<file path="config.mk">
export PLATFORM = sky130hd
export DESIGN_NAME = qmac_reduce
export DESIGN_NICKNAME = d
export VERILOG_FILES = /design/src/rtl/core/qmac_pkg.sv /design/src/rtl/core/qmac_reduce.sv
export SDC_FILE = /design/constraint.sdc
export NUM_CORES = 1
export LEC_CHECK = 0
export ABC_AREA = 1
export ABC_CLOCK_PERIOD_IN_PS = 16300
export CORE_AREA = 2 2 247 249
export DETAILED_ROUTE_END_ITERATION = 12
export DIE_AREA = 0 0 249 251
export DONT_BUFFER_PORTS = 1
export PLACE_DENSITY = 0.45
export SLEW_MARGIN = 15
export SYNTH_ARGS = -nofsm -noshare
export SYNTH_HDL_FRONTEND = slang
export SYNTH_SLANG_ARGS = --single-unit
</file>
<file path="constraint.sdc">
create_clock -name clk -period 16.3 [get_ports clk]
set_clock_uncertainty 0.05 [all_clocks]
set_input_delay 3.26 -clock clk [delete_from_list [all_inputs] [get_ports clk]]
set_output_delay 3.26 -clock clk [all_outputs]
set_load 0.01 [all_outputs]
</file>
<file path="src/rtl/core/qmac_pkg.sv">
// ----------------------------------------------------------------------------
// qmac_pkg: shared types and constants for the quantized int8 mac unit
// opcodes and the payload structs that travel between pipeline stages
// ----------------------------------------------------------------------------
`default_nettype none

package qmac_pkg;

  localparam logic [1:0] OP_DOT8    = 2'd0;
  localparam logic [1:0] OP_MAC2    = 2'd1;
  localparam logic [1:0] OP_MAC4    = 2'd2;
  localparam logic [1:0] OP_REQUANT = 2'd3;

  // operand prep stage output
  typedef struct packed {
    logic [1:0]  op;
    logic [63:0] acc;
    logic [63:0] opa;
    logic [63:0] opb;
    logic [31:0] x0;      // offset-corrected input, or biased accumulator
    logic [31:0] x1;      // offset-corrected second input
    logic [5:0]  shamt;   // total right shift, 1..63
  } s1_t;

  // multiply stage output
  typedef struct packed {
    logic [1:0]        op;
    logic [63:0]       acc;
    logic [23:0]       zq;     // zero point, min, max
    logic [5:0]        shamt;
    logic [63:0]       prod;
    logic [7:0][15:0]  dp;     // dot8 lane products
    logic [3:0][31:0]  term;   // mac terms: lo pair then hi pair
  } s2_t;

  // reduce stage output
  typedef struct packed {
    logic [1:0]  op;
    logic [63:0] acc;
    logic [23:0] zq;
    logic [18:0] dsum;
    logic [31:0] lo_add;
    logic [31:0] hi_add;
    logic [31:0] scaled;
  } s3_t;

endpackage

`default_nettype wire

</file>
<file path="src/rtl/core/qmac_reduce.sv">
// ----------------------------------------------------------------------------
// qmac_reduce: reduce stage
// sums lane products and term pairs, applies the rounding right shift
// ----------------------------------------------------------------------------
`default_nettype none

module qmac_reduce (
  input  wire logic     clk,
  input  wire logic     rst,
  input  wire logic     in_valid,
  output logic          in_ready,
  input  qmac_pkg::s2_t in_data,
  output logic          out_valid,
  input  wire logic     out_ready,
  output qmac_pkg::s3_t out_data
);

  logic          valid;
  qmac_pkg::s3_t data;
  qmac_pkg::s3_t data_next;

  logic [18:0]        dsum;
  logic signed [63:0] shifted;
  logic               rnd;

  always_comb begin
    dsum = '0;
    for (int i = 0; i < 8; i++) begin
      dsum = dsum + {{3{in_data.dp[i][15]}}, in_data.dp[i]};
    end

    shifted = $signed(in_data.prod) >>> in_data.shamt;
    rnd     = in_data.prod[6'(in_data.shamt - 6'd1)];

    data_next.op     = in_data.op;
    data_next.acc    = in_data.acc;
    data_next.zq     = in_data.zq;
    data_next.dsum   = dsum;
    data_next.lo_add = in_data.term[0] + in_data.term[1];
    data_next.hi_add = in_data.term[2] + in_data.term[3];
    data_next.scaled = shifted[31:0] + {31'd0, rnd};
  end

  assign in_ready  = !valid || out_ready;
  assign out_valid = valid;
  assign out_data  = data;

  always_ff @(posedge clk) begin
    if (rst) begin
      valid <= 1'b0;
    end else if (in_ready) begin
      valid <= in_valid;
    end
  end

  always_ff @(posedge clk) begin
    if (in_ready && in_valid) begin
      data <= data_next;
    end
  end

endmodule

`default_nettype wire

</file>
# Word level (Yosys, flattened, before mapping)
# Index checks and enable logic that the tools add are counted.
dict set report totals {
  register_bits 206
  out_inout_bits 207
  wordCells 26
}
dict set report op_classes {
  add_sub_neg 11
  order_cmp 1
  shift 1
  n_mux 2
  reduce_logical 3
}
# op n
set op_table {}
lappend op_table {{adder 19 bit} 4}
lappend op_table {{adder 32 bit} 2}
lappend op_table {{>>> shifter 64 x 6 -> 32 bit} 1}
lappend op_table {{adder 32 x 1 -> 32 bit} 1}
lappend op_table {{adder 18 x 16 -> 19 bit} 1}
lappend op_table {{adder 17 x 16 -> 18 bit} 1}
lappend op_table {{adder 16 x 16 -> 17 bit} 1}
lappend op_table {{less-than comparator 6 x 7 -> 1 bit (second input constant)} 1}
lappend op_table {{binary-select mux 1 bit (select 6 bit)} 1}
lappend op_table {{subtractor 6 x 1 -> 6 bit (second input constant)} 1}
lappend op_table {{logical AND 1 bit} 1}
lappend op_table {{zero test 1 bit} 1}
lappend op_table {{logical OR 1 bit} 1}
lappend op_table {{two-way mux 1 bit} 1}

# Longest topological paths before layout
# Gate-level depths: netlist of run 1.
dict set report depth {
  ltp_word 7
  ltp_mapped 21
  mapped_depth_nobuf 19
}

# Least setup slack after synthesis of run 1
# Ideal clock, no wire load.
dict set report synth_path {
  path_kind {input port to flip-flop}
  start {input port in_valid}
  end {register data, in the netlist out_data[0] (enable)}
  setup_ns 0.838
  arrival_time_ns 13.142
  required_ns 15.412
  setup_slack_ns 2.270
  path_stages 2
  cell_sequence {inv_1 -> a21oi_1}
}
dict set report synth_via {
  elab_chain_len 1
}
# item line
set synth_lines {}
lappend synth_lines {{start, declared} qmac_reduce.sv:10} ;# input wire logic in_valid,
lappend synth_lines {{logical AND 1 bit} qmac_reduce.sv:57} ;# if (in_ready && in_valid) begin
lappend synth_lines {{end signal, assigned} qmac_reduce.sv:58} ;# data <= data_next;
lappend synth_lines {{end, declared} qmac_reduce.sv:19} ;# qmac_pkg::s3_t data;
# Every way passes these cells.
# A chain may end at the register's enable or synchronous reset.

==> results_dict.tcl, run 1 <==
set metrics [dict create \
    ys_top_cells_by_area "edfxtp_1 (33%), nand3_1 (13%), nand2_1 (12%), fa_1 (11%), inv_1 (7.7%)" \
    io_buffers 0 \
    cp_slowest_cell "fa_1" \
    cp_cell_sequence "inv_1 > fa_1 > inv_1 > fa_1 > fa_1 > inv_1 > fa_1 > inv_1 > ha_1 > inv_1 > fa_1 > nand3b_1 > nand2_1 > a21boi_0 > o21ai_0 > a21boi_0 > o21ai_0 > a31oi_1 > xor2_1" \
    htree_num_levels 1 \
    std_cell_rows 90 \
    holdCritPathClass "reg -> reg" \
    yosysTopAreaCell "edfxtp_1" \
    maxCapViolCount 0 \
    layout-drive-gt1-share_pct 4.05 \
    synth_top_cell_area_share_pct 33.3 \
    post_cts_buffers 0 \
    period_needed_ns 7.47 \
    fin_nets 2931 \
    ios 627 \
    ys_types 43 \
    synth_ff_type "edfxtp_1" \
    critical_path.max_fanout 3 \
    synth.most_common_cell "nand2_1" \
    routed_wl_mm 66.1 \
    final_antenna_net_count 0 \
    whs_path_depth 2 \
    antenna_found_initial 6 \
    via_per_inst 5.12 \
    ctsResizeCount 0 \
    ys_seq_area_share_pct 33.5 \
    grt_pass1_wl_mm 99.5 \
    cp-start-kind "input pin" \
    vdd_drop_max_mv 0.0768 \
    vias 16042 \
    finalMaxSlewViolations 0 \
    r2r-start "out_valid" \
    syn_area_per_cell_um2 7.81 \
    fmax_ghz 0.134 \
    final_area_um2 20000 \
    hold_buffers 0 \
    clk_pin_slew_ns 0.06 \
    grt_max_degree 148 \
    required_ns 16.55 \
    synth_seq_cells 206 \
    dp_slack_ns 8.20 \
    r2r_setup_slack_ns 14.44 \
    grtUsageTotal_pct 20.5 \
    hpwl_mm 54.2 \
    async_flop_share_pct 0 \
    relSlewSlack_pct 29.1 \
    nFillCells 6345 \
    cts_buffers 26 \
    cts_sinks 206 \
    cp-end-kind "flop" \
    p_leak_uw 0.00919 \
    place_area_um2 19100 \
    synth_area_um2 18500 \
    synth_nets 2969 \
    start_util_pct 30.9 \
    p_per_area_nw_per_um2 120 \
    cp_slowest_stage_delay_ns 0.51 \
    yosys-top-cells-count "nand2_1 (585), nand3_1 (472), inv_1 (380)" \
    synth-edff-count 205 \
    status "finished clean" \
    overflow 0 \
    finalHoldViolCount 0 \
    core_area_um2 59800 \
    critical_path_class "in -> reg" \
    cts_root_buffer "clkbuf_16" \
    post-route-util_pct 33.4 \
    wl_per_cell_um 21.1 \
    cts_tree "done" \
    rr_worst_depth 2 \
    finalCritPeriodShare_pct 45.8 \
    tightest_slew_ns 1.06 \
    hp-start "out_valid" \
    place.gp.congestion 0.920 \
    worst_slack_ns 8.83 \
    postSynthCellCount 2364 \
    setup_viol 0 \
    cts_buffer_depth 3 \
    die_x_um 249 \
    rsz0062_at_grt "no" \
    firstDrtPassIters 7 \
    hold_path_end "out_valid" \
    drt_drc_violations_left 0 \
    yosys_warnings 0 \
    clk_latency_ns 0.54 \
    setup_tns_ns 0 \
    grt_pass1_vias 16155 \
    synthToLayoutAreaGrowth_pct 8.28 \
    power_uw 2400 \
    dieArea_um2 62500 \
    die_height_um 251 \
    r2r_end "out_data[103]" \
    first_iter_violations 1194 \
    cp_data_arrival_time_ns 7.72 \
]
-- placed cells by master (no fill, tap or decap), types with 8 or more instances in the layout --
cell type / count
a21boi_0: 9
a21oi_1: 86
a31oi_1: 10
clkbuf_16: 27
edfxtp_1: 205
fa_1: 101
ha_1: 84
inv_1: 380
nand2_1: 585
nand2_2: 16
nand3_1: 472
nor2_1: 97
o211ai_1: 8
o21ai_0: 56
o21bai_1: 11
or2_2: 8
xnor2_1: 40
xor2_1: 57
-- worst max-delay path: cells and delay by family --
family                   cells  cell delay [ns]
adder cells (fa/ha/maj)      6             2.52
AO/OA/AOI/OAI                5             1.20
buffers and inverters        5             0.31
AND/OR/NAND/NOR              2             0.29
XOR/XNOR                     1             0.16
-- cells by family (layout without fill, tap and decap cells) --
| kind of cell | count (synthesis) | count (layout) | share of synthesized area [%] |
|---|---|---|---|
| AND/OR/NAND/NOR | 1215 | 1215 | 29.0 |
| buffers and inverters | 460 | 440 | 10.1 |
| flip-flops | 206 | 206 | 33.5 |
| AO/OA/AOI/OAI | 201 | 201 | 6.24 |
| adder cells (fa/ha/maj) | 185 | 185 | 16.6 |
| XOR/XNOR | 97 | 97 | 4.60 |
| other | 0 | 6 | 0 |
-- worst max path at each step --
stage | from | endpoint | slack (ns)
2_1_floorplan | in_valid | out_data[0] | 2.27
3_3_place_gp | in_data[194] | out_data[112] | 8.27
3_5_place_dp | in_data[194] | out_data[112] | 8.20
4_1_cts | in_data[194] | out_data[112] | 8.80
5_1_grt | in_data[194] | out_data[112] | 8.53
6_report | in_data[194] | out_data[112] | 8.83
-- registers in the layout (all words and copies together) (netlist names) --
register   cells
out_data     205
out_valid      1
-- per-stage QoR --
| stage | instances | hold WS (ns) |
|---|---|---|
| 2_1_floorplan | 2364 | 0.527 |
| 3_3_place_gp | 3080 | 0.687 |
| 3_5_place_dp | 3080 | 0.685 |
| 4_1_cts | 3126 | 0.691 |
| 5_1_grt | 3132 | 0.704 |
| 6_report | 3132 | 0.684 |
-- area by class of cell --
class	count	area, um2	share of cell area, %
clock inverter	17	176	0.883
timing repair buffer	6	57.6	0.288
clock buffer	29	683	3.42
multi-input combinational	1698	10400	52.2
sequential	206	6180	30.9
antenna	6	15.0	0.0751
inverter	388	1470	7.34
tap	782	978	4.90
-- report_power, final --
part	switching [uW]	leakage (uW)	internal (uW)	total, uW
clock	236	0.000417	349	585
sequential	84.7	0.00199	726	811
combinational	613	0.00678	387	1000
-- routing by layer --
metal  vias to the layer above  track usage, %  share of wire, %
li1                       7655               -                 -
met1                      7692            24.2                39
met2                       607            37.0                51
met3                        88            4.13               6.6
met4                         0            7.36               3.2
met5                         -               0                 0
Note: power is estimated with default switching activity, not from simulation.
==> run 2: changes to the inputs <==
--- a/config.mk
+++ b/config.mk
@@ -5,13 +5,13 @@
 export SDC_FILE = /design/constraint.sdc
 export NUM_CORES = 1
 export LEC_CHECK = 0
-export ABC_AREA = 1
-export ABC_CLOCK_PERIOD_IN_PS = 16300
-export CORE_AREA = 2 2 247 249
+export ABC_AREA = 0
+export ABC_CLOCK_PERIOD_IN_PS = 6930
+export CORE_AREA = 2 2 243 245
 export DETAILED_ROUTE_END_ITERATION = 12
-export DIE_AREA = 0 0 249 251
+export DIE_AREA = 0 0 245 247
 export DONT_BUFFER_PORTS = 1
-export PLACE_DENSITY = 0.45
+export PLACE_DENSITY = 0.47
 export SLEW_MARGIN = 15
 export SYNTH_ARGS = -nofsm -noshare
 export SYNTH_HDL_FRONTEND = slang
==> constraint.sdc (replaced) <==
create_clock -name clk -period 6.93 [get_ports clk]
set_clock_uncertainty 0.05 [all_clocks]
set_input_delay 1.386 -clock clk [delete_from_list [all_inputs] [get_ports clk]]
set_output_delay 1.386 -clock clk [all_outputs]
set_load 0.01 [all_outputs]
==> run 2 against run 1 <==
Against the previous run: clock-buffer cell count increased by 3; die area decreased by 3.2%; highest routed layer unchanged; largest cell class unchanged; critical path depth increased by 1; flip-flop and latch count unchanged; sequential power increased by 140%.
==> results_dict.tcl, run 2 <==
set metrics [dict create \
    m1WireLength_mm 27.6 \
    synth-edff-count 205 \
    critical_path_class "in -> reg" \
    layout_commonest_cell "inv_1" \
    p_comb_share_pct 42.1 \
    top_layer "met4" \
    rsz0062_at_grt "no" \
    p_leak_uw 0.00814 \
    drt_drc_violations_left 0 \
    cp_data_arrival_time_ns 5.98 \
    setup_tns_ns 0 \
    htree_num_levels 1 \
    postSynthCellCount 1708 \
    yosys_warnings 0 \
    pwr-share-seq_pct 33.0 \
    largest_reg_flops 205 \
    grt_pass1_wl_mm 95.4 \
    setup_viol 0 \
    tightest_slew_ns 1.12 \
    vdd_drop_max_mv 0.209 \
    synth.most_common_cell "inv_1" \
    status "finished clean" \
    r2r_setup_slack_ns 4.05 \
    finalHoldViolCount 0 \
    hold_path_end "out_valid" \
    firstDrtPassIters 5 \
    syn_area_per_cell_um2 11.1 \
    synth_area_um2 19000 \
    period_needed_ns 5.69 \
    holdCritPathClass "in -> reg" \
    layout-drive-gt1-share_pct 12.0 \
    antenna_found_initial 3 \
    switching_share_pct 37.2 \
    yosysTopAreaCell "edfxtp_1" \
    final_antenna_net_count 0 \
    clk_latency_ns 0.59 \
    relSlewSlack_pct 25.0 \
    cp_slowest_stage_delay_ns 0.53 \
    finalCritPeriodShare_pct 82.1 \
    critical_path.max_fanout 3 \
    ios 627 \
    r2r_end "out_data[30]" \
    synth_top_cell_area_share_pct 32.5 \
    vias 14066 \
    r2r-start "out_valid" \
    die_height_um 247 \
    required_ns 7.22 \
    async_flop_share_pct 0 \
    finalMaxSlewViolations 0 \
    p_per_area_nw_per_um2 287 \
    placed_cells 2412 \
    io_buffers 0 \
    rr_worst_depth 3 \
    die_x_um 245 \
    synth_nets 2313 \
    ys_seq_area_share_pct 32.6 \
    cp_cell_sequence "inv_1 > fa_1 > inv_1 > fa_1 > fa_1 > inv_1 > fa_1 > inv_1 > ha_1 > inv_1 > fa_1 > nor2b_1 > o21ai_0 > a21boi_0 > o21ai_0 > a211oi_1 > o31ai_1 > o2111ai_1 > a21oi_1 > xnor2_1" \
    fmax_ghz 0.176 \
    cts_tree "done" \
    routed_wl_mm 68.6 \
    grt_max_degree 161 \
    synth_ff_type "edfxtp_1" \
    std_cell_rows 89 \
    dieArea_um2 60500 \
    clk_pin_slew_ns 0.06 \
    cts_sinks 206 \
    post_cts_buffers 0 \
    maxCapViolCount 0 \
    first_iter_violations 1166 \
    layout_common_cells "inv_1 (240), edfxtp_1 (205), fa_1 (101)" \
    wl_per_cell_um 27.8 \
    whs_path_depth 1 \
    overflow 0 \
    fin_nets 2274 \
    cts_buffer_depth 3 \
    dr_wl_met2_mm 33.0 \
    synth_seq_cells 206 \
    yosys-top-cells-count "inv_1 (240), edfxtp_1 (205), fa_1 (101)" \
    core_area_um2 58200 \
    grtUsageTotal_pct 21.4 \
    via_per_inst 5.71 \
    p_clk_share_pct 24.9 \
    final_cells 2462 \
    wl_met3_mm 6.33 \
    grt_pass1_vias 13531 \
    ys_types 86 \
    ctsResizeCount 0 \
    cp-start-kind "input pin" \
    hp-start "rst" \
    hpwl_mm 55.5 \
    netSwitchingPower_uw 2180 \
    cts_buffers 28 \
    place.gp.congestion 0.916 \
    cp-end-kind "flop" \
    cts_root_buffer "clkbuf_16" \
    ys_top_cells_by_area "edfxtp_1 (32%), mux4_2 (11%), fa_1 (11%), ha_1 (5.5%), inv_1 (4.7%)" \
    p_int_uw 3690 \
    cp_slowest_cell "fa_1" \
    synthToLayoutAreaGrowth_pct 7.97 \
    start_util_pct 32.6 \
    hold_buffers 0 \
]
==> run 2: stage by stage <==
step	power [uW]	util (%)	hold slack [ns]	worst slack, ns	instance area, um2
finish	5870	35.2	0.805	1.24	20500
floorplan	3840	-	0.543	0.0110	19000
global route	6310	35.2	0.766	0.996	20500
CTS	5960	35.2	0.767	1.30	20500
global placement	4440	33.6	0.879	0.626	19600
detailed placement	4450	33.6	0.892	0.691	19600
==> run 2: area by class of cell <==
class	count	area [um2]
diodes	1	2.50
clock buffers	32	716
clock inverters	17	214
fillers	5780	37800
inverters	241	905
multi-input cells	1186	11400
flip-flops and latches	206	6180
well taps	773	967
repair buffers	6	57.6
==> run 2: critical path, delay by kind of cell <==
kind            cells  cell delay (ns)
compound gates      7             1.54
fa+ha+maj           6             2.55
xor+xnor            1             0.12
buf+inv             5             0.27
simple gates        1             0.13
==> run 2: metal layers <==
| layer | vias to the layer above | track usage (%) |
|---|---|---|
| met4 | 0 | 5.56 |
| met5 | - | 0 |
| met3 | 69 | 5.75 |
| li1 | 6185 | - |
| met1 | 7140 | 27.9 |
| met2 | 672 | 35.1 |
==> run 2: logic make-up after synthesis <==
family | synth area share, %
AND/OR/NAND/NOR | 9.20
adder cells (fa/ha/maj) | 16.2
XOR/XNOR | 4.66
multiplexers | 18.0
flip-flops | 32.6
AO/OA/AOI/OAI | 12.2
buffers and inverters | 7.12
==> run 2: power by group through the flow <==
| stage | Clock [uW] | Sequential (uW) | Combinational [uW] |
|---|---|---|---|
| finish | 1460 | 1940 | 2470 |
| global route | 1570 | 1950 | 2790 |
| CTS | 1510 | 1950 | 2500 |
| detailed placement | 0 | 1970 | 2480 |
| global placement | 0 | 1980 | 2460 |
| floorplan | 0 | 1860 | 1980 |
==> run 2: how the worst max path moves through the flow <==
stage                 startpoint             to  slack, ns  cells past startpoint
floorplan              out_ready    out_data[0]       0.01                      2
global placement    in_data[178]  out_data[114]       0.63                     20
detailed placement  in_data[178]  out_data[114]       0.69                     20
CTS                 in_data[178]  out_data[114]       1.30                     20
global route        in_data[178]  out_data[114]        1.0                     20
finish              in_data[178]  out_data[114]       1.24                     20
