--- src/rtl/core/qmac_pkg.sv ---
// ----------------------------------------------------------------------------
// qmac_pkg: shared types and constants for the quantized int8 mac unit
// opcodes and the payload structs that travel between pipeline stages
// ----------------------------------------------------------------------------
`default_nettype none

package qmac_pkg;

  localparam logic [1:0] OP_DOT8    = 2'd0;
  localparam logic [1:0] OP_MAC2    = 2'd1;
  localparam logic [1:0] OP_MAC4    = 2'd2;
  localparam logic [1:0] OP_REQUANT = 2'd3;

  // operand prep stage output
  typedef struct packed {
    logic [1:0]  op;
    logic [63:0] acc;
    logic [63:0] opa;
    logic [63:0] opb;
    logic [31:0] x0;      // offset-corrected input, or biased accumulator
    logic [31:0] x1;      // offset-corrected second input
    logic [5:0]  shamt;   // total right shift, 1..63
  } s1_t;

  // multiply stage output
  typedef struct packed {
    logic [1:0]        op;
    logic [63:0]       acc;
    logic [23:0]       zq;     // zero point, min, max
    logic [5:0]        shamt;
    logic [63:0]       prod;
    logic [7:0][15:0]  dp;     // dot8 lane products
    logic [3:0][31:0]  term;   // mac terms: lo pair then hi pair
  } s2_t;

  // reduce stage output
  typedef struct packed {
    logic [1:0]  op;
    logic [63:0] acc;
    logic [23:0] zq;
    logic [18:0] dsum;
    logic [31:0] lo_add;
    logic [31:0] hi_add;
    logic [31:0] scaled;
  } s3_t;

endpackage

`default_nettype wire

--- src/rtl/core/qmac_final.sv ---
// ----------------------------------------------------------------------------
// qmac_final: accumulate and clamp stage
// adds into the accumulator(s) or adds the zero point and clamps; output register
// ----------------------------------------------------------------------------
`default_nettype none

module qmac_final (
  input  wire logic         clk,
  input  wire logic         rst,
  input  wire logic         in_valid,
  output logic              in_ready,
  input  qmac_pkg::s3_t     in_data,
  output logic              out_valid,
  input  wire logic         out_ready,
  output logic signed [63:0] out_word
);

  logic              valid;
  logic [63:0]       word;
  logic [63:0]       word_next;

  logic signed [31:0] r;
  logic signed [31:0] mn;
  logic signed [31:0] mx;

  always_comb begin
    r  = $signed(in_data.scaled + {{24{in_data.zq[23]}}, in_data.zq[23:16]});
    mn = $signed({{24{in_data.zq[15]}}, in_data.zq[15:8]});
    mx = $signed({{24{in_data.zq[7]}}, in_data.zq[7:0]});
    if (r < mn) r = mn;
    if (r > mx) r = mx;

    unique case (in_data.op)
      qmac_pkg::OP_DOT8: begin
        word_next = in_data.acc + {{45{in_data.dsum[18]}}, in_data.dsum};
      end
      qmac_pkg::OP_MAC2, qmac_pkg::OP_MAC4: begin
        word_next = {in_data.acc[63:32] + in_data.hi_add,
                     in_data.acc[31:0] + in_data.lo_add};
      end
      qmac_pkg::OP_REQUANT: begin
        word_next = {{32{r[31]}}, r};
      end
      default: begin
        word_next = in_data.acc;
      end
    endcase
  end

  assign in_ready  = !valid || out_ready;
  assign out_valid = valid;
  assign out_word  = word;

  always_ff @(posedge clk) begin
    if (rst) begin
      valid <= 1'b0;
    end else if (in_ready) begin
      valid <= in_valid;
    end
  end

  always_ff @(posedge clk) begin
    if (in_ready && in_valid) begin
      word <= word_next;
    end
  end

endmodule

`default_nettype wire

--- config.mk ---
export PLATFORM = sky130hd
export DESIGN_NAME = qmac_final
export DESIGN_NICKNAME = d
export VERILOG_FILES = /design/src/rtl/core/qmac_pkg.sv /design/src/rtl/core/qmac_final.sv
export SDC_FILE = /design/constraint.sdc
export NUM_CORES = 1
export LEC_CHECK = 0
export BUFFER_PORTS_ARGS = -buffer_cell sky130_fd_sc_hd__clkbuf_2
export CAP_MARGIN = 20
export CELL_PAD_IN_SITES_DETAIL_PLACEMENT = 0
export CELL_PAD_IN_SITES_GLOBAL_PLACEMENT = 1
export CORE_ASPECT_RATIO = 0.8
export CORE_UTILIZATION = 40
export CTS_BUF_LIST = sky130_fd_sc_hd__clkbuf_16
export CTS_CLUSTER_DIAMETER = 100
export DETAILED_ROUTE_END_ITERATION = 10
export GPL_TIMING_DRIVEN = 1
export HOLD_SLACK_MARGIN = 0.12
export PLACE_DENSITY_LB_ADDON = 0.3
export SLEW_MARGIN = 0
export SYNTH_ARGS = -nofsm -noshare
export SYNTH_HDL_FRONTEND = slang
export SYNTH_SLANG_ARGS = --single-unit
--- constraint.sdc ---
create_clock -name clk -period 12.3 [get_ports clk]
set_input_delay 3.075 -clock clk [delete_from_list [all_inputs] [get_ports clk]]
set_output_delay 3.075 -clock clk [all_outputs]
set_load 0.01 [all_outputs]
Word level (Yosys, flattened, before mapping)
Cells that the tools add are included.
{"block": "op_classes", "addsub": 4, "magnitude_cmp": 2, "n_eq_ne": 3, "n_mux": 3, "n_reduce_logical": 5}
{"op": "64-bit case mux with 3 select lines", "n": 1}
{"op": "32-bit adder", "n": 3}
{"op": "64-bit adder", "n": 1}
{"op": "32-bit 2-to-1 mux", "n": 2}
{"op": "32-bit by 8-bit > comparator with 1-bit output", "n": 1}
{"op": "32-bit by 8-bit less-than comparator with 1-bit output", "n": 1}
{"op": "2-bit == test (second input constant)", "n": 2}
{"op": "2-bit by 1-bit == test with 1-bit output (second input constant)", "n": 1}
{"op": "2-bit zero test", "n": 1}
{"op": "2-bit OR reduction", "n": 1}
{"op": "1-bit logical AND", "n": 1}
{"op": "1-bit zero test", "n": 1}
{"op": "1-bit logical OR", "n": 1}
{"block": "word_totals", "register_bits": 65, "inputBits": 209, "output_inout_bits": 66, "word_cells": 19}

Depth between registers and ports, before layout
Gate-level depths: netlist of run 1.
{"block": "depth", "word_depth": 6, "mapped_depth": 38}

Worst setup path before layout of run 1
No wires, ideal clock.
{"block": "synth_path", "path_type": "input to register", "from": "input port in_data[12] in the netlist's numbering", "to": "register word[43], in the netlist out_word[43] (data pin)", "setup_ps": 279, "arrival_time_ps": 9720, "t_required_ps": 12021, "slack_ps": 2301, "cell_stages": 35, "n_path_buf": 5, "cell_sequence": "ha_1 a21o_1 o311a_1 nor2b_1 o31a_1 o211ai_2 a21o_1 a31oi_1 or2_2 xor2_1 ha_1 nand4_1 nor3_2 o211ai_1 and4b_1 o21a_2 xnor2_1 buf_4 nand2_2 buf_2 buf_1 nand2_1 ha_1 nand3_2 nor4_2 o21a_1 nand3b_1 nand3_1 or3b_1 buf_6 o21ai_4 nor3_1 a211oi_4 buf_6 a22oi_2"}
{"block": "synth_via", "elab_chain_len": 6}
{"element": "from (decl)", "line_no": "qmac_final.sv:12", "text": "input qmac_pkg::s3_t in_data,"}
{"element": "32-bit adder (*)", "line_no": "qmac_final.sv:27", "text": "r = $signed(in_data.scaled + {{24{in_data.zq[23]}}, in_data.zq[23:16]});"}
{"element": "32-bit by 8-bit less-than comparator with 1-bit output", "line_no": "qmac_final.sv:30", "text": "if (r < mn) r = mn;"}
{"element": "32-bit 2-to-1 mux (*)", "line_no": "qmac_final.sv:30"}
{"element": "32-bit by 8-bit > comparator with 1-bit output", "line_no": "qmac_final.sv:31", "text": "if (r > mx) r = mx;"}
{"element": "32-bit 2-to-1 mux (*)", "line_no": "qmac_final.sv:31"}
{"element": "64-bit case mux with 3 select lines (*)", "line_no": "qmac_final.sv:33", "text": "unique case (in_data.op)"}
{"element": "net word_next[43]", "line_no": "qmac_final.sv:20", "text": "logic [63:0] word_next;"}
{"element": "to (signal assigned)", "line_no": "qmac_final.sv:64", "text": "word <= word_next;"}
{"element": "to (decl)", "line_no": "qmac_final.sv:19", "text": "logic [63:0] word;"}
The timed path passes the listed nets; every way through them passes the cells marked *.
A chain may end at the register's enable or synchronous reset.

Worst setup path after layout of run 1
{"block": "layout_path", "from": "input port in_data[138] in the netlist's numbering", "to": "register word[28], in the netlist out_word[28] (data pin)"}
Same word-level chain as after synthesis.

==> results of run 1 <==
[cells in the mapped netlist (18+ instances only)]
| master | instances |
|---|---|
| o21a_1 | 23 |
| xnor2_1 | 80 |
| a21o_1 | 98 |
| o21bai_1 | 26 |
| nor2_1 | 88 |
| nor2b_1 | 20 |
| a31oi_1 | 20 |
| ha_1 | 221 |
| edfxtp_1 | 64 |
| a21oi_1 | 183 |
| nand2_1 | 174 |
| a221oi_1 | 18 |
| o21ai_0 | 81 |
| nand3_1 | 41 |
| clkbuf_1 | 37 |
| nor3_1 | 29 |
| inv_1 | 62 |
| xor2_1 | 53 |
| nand4_1 | 29 |
[metal layers]
metal	GRT usage [%]	vias to the layer above	part of all wire, %
met5	0	-	0
met4	5.19	0	1.4
met3	3.71	32	7.0
met2	35.7	443	40
met1	39.3	6164	52
li1	-	6711	-
[layout make-up]
type                       instances  area [um2]
clock buffer                       9         225
timing repair buffer             282        1440
antenna                            1        2.50
clock inverter                     7        71.3
inverter                          62         233
tap                              420         526
fill                            3163       16700
multi-input combinational       1464       10700
sequential                        65        1940
[per-stage QoR]
stage / instances / total power, mW / utilization, %
floorplan: 1643 / 1.13 / -
global placement: 2293 / 1.43 / 46.7
detailed placement: 2293 / 1.44 / 46.7
CTS: 2309 / 1.72 / 47.7
global route: 2309 / 1.87 / 47.7
finish: 2310 / 1.73 / 47.7
[cell usage in the layout (no fill, tap or decap), types with 18 or more instances in the layout]
cell type | Yosys | routed
clkbuf_2 | 0 | 274
a21o_1 | 98 | 98
o21a_1 | 23 | 23
nor2_1 | 88 | 88
edfxtp_1 | 64 | 64
nor3_1 | 29 | 29
inv_1 | 62 | 62
a31oi_1 | 20 | 20
nand3_1 | 41 | 41
a21oi_1 | 183 | 183
xnor2_1 | 80 | 80
ha_1 | 221 | 220
nand2_1 | 174 | 174
nor2b_1 | 20 | 20
o21bai_1 | 26 | 26
o21ai_0 | 81 | 81
a221oi_1 | 18 | 18
xor2_1 | 53 | 53
nand4_1 | 29 | 29
[cell families (layout without fill, tap and decap cells)]
kind of cell             count (synthesis)  after routing  synth area share [%]
other                                    0              1                     0
adder cells (fa/ha/maj)                225            225                  21.6
XOR/XNOR                               134            134                  8.98
AO/OA/AOI/OAI                          621            621                  32.7
flip-flops                              65             65                  14.8
AND/OR/NAND/NOR                        471            471                  17.3
buffers and inverters                  114            360                  3.63
multiplexers                            13             13                  1.07
[critical path: cells and delay by family]
kind | cells | cell delay, ns
compound gates | 11 | 2.21
fa+ha+maj | 3 | 1.04
xor+xnor | 2 | 0.90
mux | 1 | 0.44
buf+inv | 2 | 0.50
simple gates | 13 | 3.05
[registers in the layout, indices dropped and copies added (netlist names)]
register / cells
out_word: 64
out_valid: 1
[how the worst max path moves through the flow]
stage            startpoint      endpoint  slack [ns]
2_1_floorplan   in_data[12]  out_word[43]        2.30
3_3_place_gp   in_data[138]  out_word[24]        1.18
3_5_place_dp   in_data[138]  out_word[28]        0.94
4_1_cts        in_data[138]  out_word[28]        1.26
5_1_grt        in_data[138]  out_word[28]        0.57
6_report       in_data[138]  out_word[28]        1.16
[power by group through the flow]
| stage | combinational [mW] | sequential, mW | clock [mW] |
|---|---|---|---|
| floorplan | 0.791 | 0.337 | 0 |
| global placement | 1.11 | 0.319 | 0 |
| detailed placement | 1.12 | 0.319 | 0 |
| CTS | 1.12 | 0.315 | 0.282 |
| global route | 1.26 | 0.317 | 0.290 |
| finish | 1.14 | 0.314 | 0.279 |
==> impl_results.md, run 1 <==
- Clk slew on worst S/H paths: roughly 0.060 ns
- Part of the cycle the worst path needs: 90.5%
- Clock tree sinks: 65
- Area leader, netlist: ha_1
- Worst Skew: 0.0139 ns
- DRT antenna net count: 0
- Global-route wire length before repair: 66.7 mm
- IO buf count: 274
- Unique cell type count in the Yosys netlist: just under 100
- Final setup vio count: 0
- Max frequency: 0.0898 GHz
- Worst hold stages: 2
- Synth async-reset ratio: 0%
- Final Max Tran Viols: 0
- Critical Path Source Type: input pin
- Die area: 33600 um2
- Worst slew pin tran: 0.940 ns
- Placer Congestion: 0.922
- Syn avg cell area: around 8.0 um2
- Hold Fails Final Rpt: 0
- Register share of total power: about 18%
- Die Width: 205 um
- Ratio of cells with drive above 1 in the final layout: 19.4%
- R2r endpoint: out_word[7]
- Slew margin rel.: 37.3%
- R2r startpoint: out_valid
- Total track usage: 25.2%
- Skew-Pair Late Insertion Delay: approximately 0.35 ns
- Max Fanout on Critical Path: 20
- Synth top area share: 21.0%
- Total wire length: 43.4 mm
- Worst hold endpoint: out_valid
- Combinational share of power: 65.7%
- Design area: 15200 um2
- Switch Pwr: ~820 uW
- Vias post-DR: 13350
- DR WL/cell: roughly 19 um
- Yosys warning count: 0
- Initial antenna violation count: 0
- Post-cts sizing count: 0
- Vias in the first global route: 12320
- Reg-to-reg slack, setup: 10.62 ns
- Pre-CTS setup slack: 0.938 ns
- Grt total ovfl: 0
- Clk pwr share: 16.1%
- Worst Hold Launch: out_valid
- Ys flop type: edfxtp_1
- Core area: 31900 um2
- Dominant cells by area after synthesis: ha_1, edfxtp_1, a21oi_1
- RSZ-0062 raised after global routing: no
- Synthesized flop and latch total: 65
- Setup TNS: 0 ns
- CTS H-tree depth: 3
- PD cells: 114 nW/um2
- Worst Hold Class: flop to flop
- CTS Buffer Depth: 2
- Die Ht: 164 um
- HPWL after DPL: 35.4 mm
- Io pins: 275
- Slowest Stage Delay on Critical Path: 0.71 ns
- Largest net degree at the start of global routing: 65
- Inserted Clock Buffers: 9
- Post-synth EDFFs: 64
- CP most frequent cell: ha_1
- Layout Nets: roughly 2300
- Hold slack final: between 0.5 and 0.6 ns
- Hold buffers post-CTS: 0
- R2R depth: 3
- Max VDD drop: 0.0905 mV
- Post-Syn Instances: 1643
- First-pass DRT Iterations: 5
- Layout area overhead: 15.5%
- Crit path DAT: roughly 11 ns
- CTS tree: built
- Max_cap viols: 0
- Placement-stage cell area: 14900 um2
- Switching share of total power: 47.1%
- WP data required: 12.38 ns
- Worst Setup End Kind: flop
- Cell Int Power: 914 uW
- Static Leakage: 7.21 nW
- Iteration-0 DRC Markers: 1136
- Critical path's slowest cell: xor2_2
- Cell area after synthesis: between 10000 and 15000 um2
- Postcts setup bufs: 0
- Initial Util: between 40% and 50%
- Fin crit period: around 11 ns
- Residual DRC: 0
- Worst setup margin: 1.16 ns
- Root Driver: clkbuf_16
- Std cell rows: 58
- Mapped Nets: 2077
- Setup CP Type: input pin to flop
- DR vias/cell: slightly below 6
- Status: finished clean
- Seq/Total Area, Yosys: 14.8%
(Power assumes the default switching activity.)
==> run 2: changes to the inputs <==
==> constraint.sdc (replaced) <==
create_clock -name clk -period 14.3 [get_ports clk]
set_input_delay 3.575 -clock clk [delete_from_list [all_inputs] [get_ports clk]]
set_output_delay 3.575 -clock clk [all_outputs]
set_load 0.01 [all_outputs]
==> run 2 against run 1 <==
- total power down 13%
- wire length is 0.46% lower
- clock skew up 0.0041 ns
- final cell count is essentially flat
- combinational power is 15% lower
- register-to-register slack improved by 2.0 ns
- hold slack lost 0.0057 ns
- sequential power fell by 14%
- clock power shrank 5%
- critical path type unchanged
==> impl_results.md, run 2 (same netlist as run 1, synthesis figures left out) <==
- Status: finished clean
- Final setup vio count: 0 (unchanged)
- CP Depth: 33 (+3.1%)
- Power, Total: 1.50 mW (-13%)
- Worst Skew: 0.0181 ns (+0.00413 ns)
- Switch Pwr: 704 uW (-14%)
- Worst Hold Class: flop to flop
- Placer Congestion: 0.922 (about the same)
- Worst Setup End Kind: flop
- R2r startpoint: out_valid
- Part of the cycle the worst path needs: between 80 and 90%
- HPWL after DPL: 35.3 mm (-0.38%)
- DR vias/cell: 5.80 (+0.43%)
- Critical path's slowest cell: or3b_1
- Clock tree sinks: 65 (unchanged)
- Slew margin rel.: 36.3% (-0.95 points)
- Initial Util: 41.3% (unchanged)
- Clk slew on worst S/H paths: 0.06 ns (about the same)
- Max_cap viols: 0 (unchanged)
- Die Ht: 164 um (unchanged)
- DRT antenna net count: 0 (unchanged)
- Max Fanout on Critical Path: 28 (+40%)
- Reg-to-reg slack, setup: 12.60 ns (+1.98 ns)
- Static Leakage: 7.22 nW (about the same)
- PD cells: 98.9 nW/um2 (-13%)
- Postcts setup bufs: 0 (unchanged)
- Setup TNS: 0 ns (unchanged)
- Std cell rows: 58 (unchanged)
- Io pins: 275 (unchanged)
- CTS Buffer Depth: 2 (unchanged)
- Critical Path Source Type: input pin
- Crit path from: in_data[138]
- Hold buffers post-CTS: 0 (unchanged)
- Inserted Clock Buffers: 9 (unchanged)
- Non-filler cells, final: 2311 (+0.043%)
- Largest net degree at the start of global routing: 65 (unchanged)
- R2R depth: 3 (unchanged)
- Total track usage: 25.2% (-0.044 points)
- RSZ-0062 raised after global routing: no
- Skew-Pair Late Insertion Delay: 0.36 ns (about the same)
- Setup CP Type: input pin to flop
- Cell Int Power: 800 uW (-12%)
- Switching share of total power: 46.8% (-0.36 points)
- Max VDD drop: 0.0681 mV (-25%)
- Fin crit period: 12.50 ns
- DR WL/cell: 18.7 um (-0.51%)
- Global-route wire length before repair: 66.7 mm (about the same)
- Crit path DAT: 12.56 ns (+1.34 ns)
- Max frequency: ~0.08 GHz
- Layout Nets: 2317 (-0.043%)
- WP data required: 14.37 ns (+1.99 ns)
- Iteration-0 DRC Markers: 1155 (+1.7%)
- Residual DRC: 0 (unchanged)
- Combinational share of power: 64.5% (-1.2 points)
- Clk pwr share: 17.6% (+1.5 points)
- R2r endpoint: out_word[58]
- Worst slew pin tran: 0.955 ns (+0.0153 ns)
- Slowest Stage Delay on Critical Path: 0.76 ns (+0.05 ns)
- Root Driver: clkbuf_16
- Setup crit end: out_word[36]
- Grt total ovfl: 0 (unchanged)
- Commonest non-fill, non-tap cell in the layout: clkbuf_2
- Vias post-DR: 13413 (+0.47%)
- Hold Fails Final Rpt: 0 (unchanged)
- First-pass DRT Iterations: 7 (+2)
- Final Max Tran Viols: 0 (unchanged)
- Worst path bufs/invs: 4 (+2)
- Register share of total power: 17.9% (-0.3 points)
- CP most frequent cell: ha_1
- Commonest cells after routing, fill and taps aside: clkbuf_2, ha_1, a21oi_1
- Die Width: 205 um (unchanged)
- Core area: 31900 um2 (unchanged)
- Layout area overhead: 15.6%
- IO buf count: 274 (unchanged)
- CTS tree: built
- Top Family by Delay on Critical Path: compound AO/OA/AOI/OAI gates
- Initial antenna violation count: 1 (+1)
- Post-cts sizing count: 0 (unchanged)
- Total wire length: 43.2 mm (-0.46%)
- Cell Count Post-Placement: 2291 (-0.087%)
- Hold slack final: 0.523 ns (-0.00567 ns)
- Ratio of cells with drive above 1 in the final layout: 19.3% (-0.043 points)
- Die area: 33600 um2 (unchanged)
- Max FFs per register: 64 (unchanged)
- CTS H-tree depth: 3 (unchanged)
- Vias in the first global route: 12240 (-0.65%)
-- run 2: cell types whose count changed in the layout (fill, tap and decap cells not counted), sizes merged --
cell / before / now
clkinv: 4 / 2
diode: 1 / 3
buf: 8 / 7
bufinv: 1 / 2
inv: 62 / 63
-- run 2: how the worst min path moves through the flow --
stage / start / to / slack [ns] / depth (start not counted)
5_1_grt: out_valid / out_valid / 0.55 / 2
3_3_place_gp: out_valid / out_valid / 0.50 / 2
2_1_floorplan: out_valid / out_valid / 0.59 / 2
6_report: out_valid / out_valid / 0.52 / 2
3_5_place_dp: out_valid / out_valid / 0.51 / 2
4_1_cts: out_valid / out_valid / 0.52 / 2
-- run 2: cell type report --
cell class	instances	area [um2]
antenna	3	7.51
clock buffer	9	225
clock inverter	7	96.3
fill	3200	16700
inverter	62	233
multi-input combinational	1464	10700
sequential	65	1940
tap	420	526
timing repair buffer	281	1430
-- run 2: power by group through the flow --
stage	sequential (mW)	combinational (mW)	clock, mW
after floorplan	0.290	0.680	0
final	0.270	0.970	0.264
after CTS	0.270	0.955	0.268
after global placement	0.274	0.939	0
after detailed placement	0.274	0.950	0
after global routing	0.272	1.07	0.271
-- run 2: metrics by stage --
stage	util (%)	setup WS (ns)	area, um2
after floorplan	-	3.80	13100
after global placement	46.6	1.42	14900
after detailed placement	46.6	1.19	14900
after CTS	47.7	1.52	15200
after global routing	47.7	1.31	15200
final	47.7	1.80	15200
-- run 2: worst min-delay path, delay by kind of cell, from the launching register on --
family / cells / cell delay, ns
flops: 1 / 0.31
compound gates: 1 / 0.07
simple gates: 1 / 0.10
-- run 2: per-layer routing --
metal,wire length [um],vias up,track usage (%)
met5,0,-,0
met1,22800,6223,39.8
li1,-,6734,-
met3,2770,27,3.67
met2,17200,429,35.3
met4,406,0,4.51
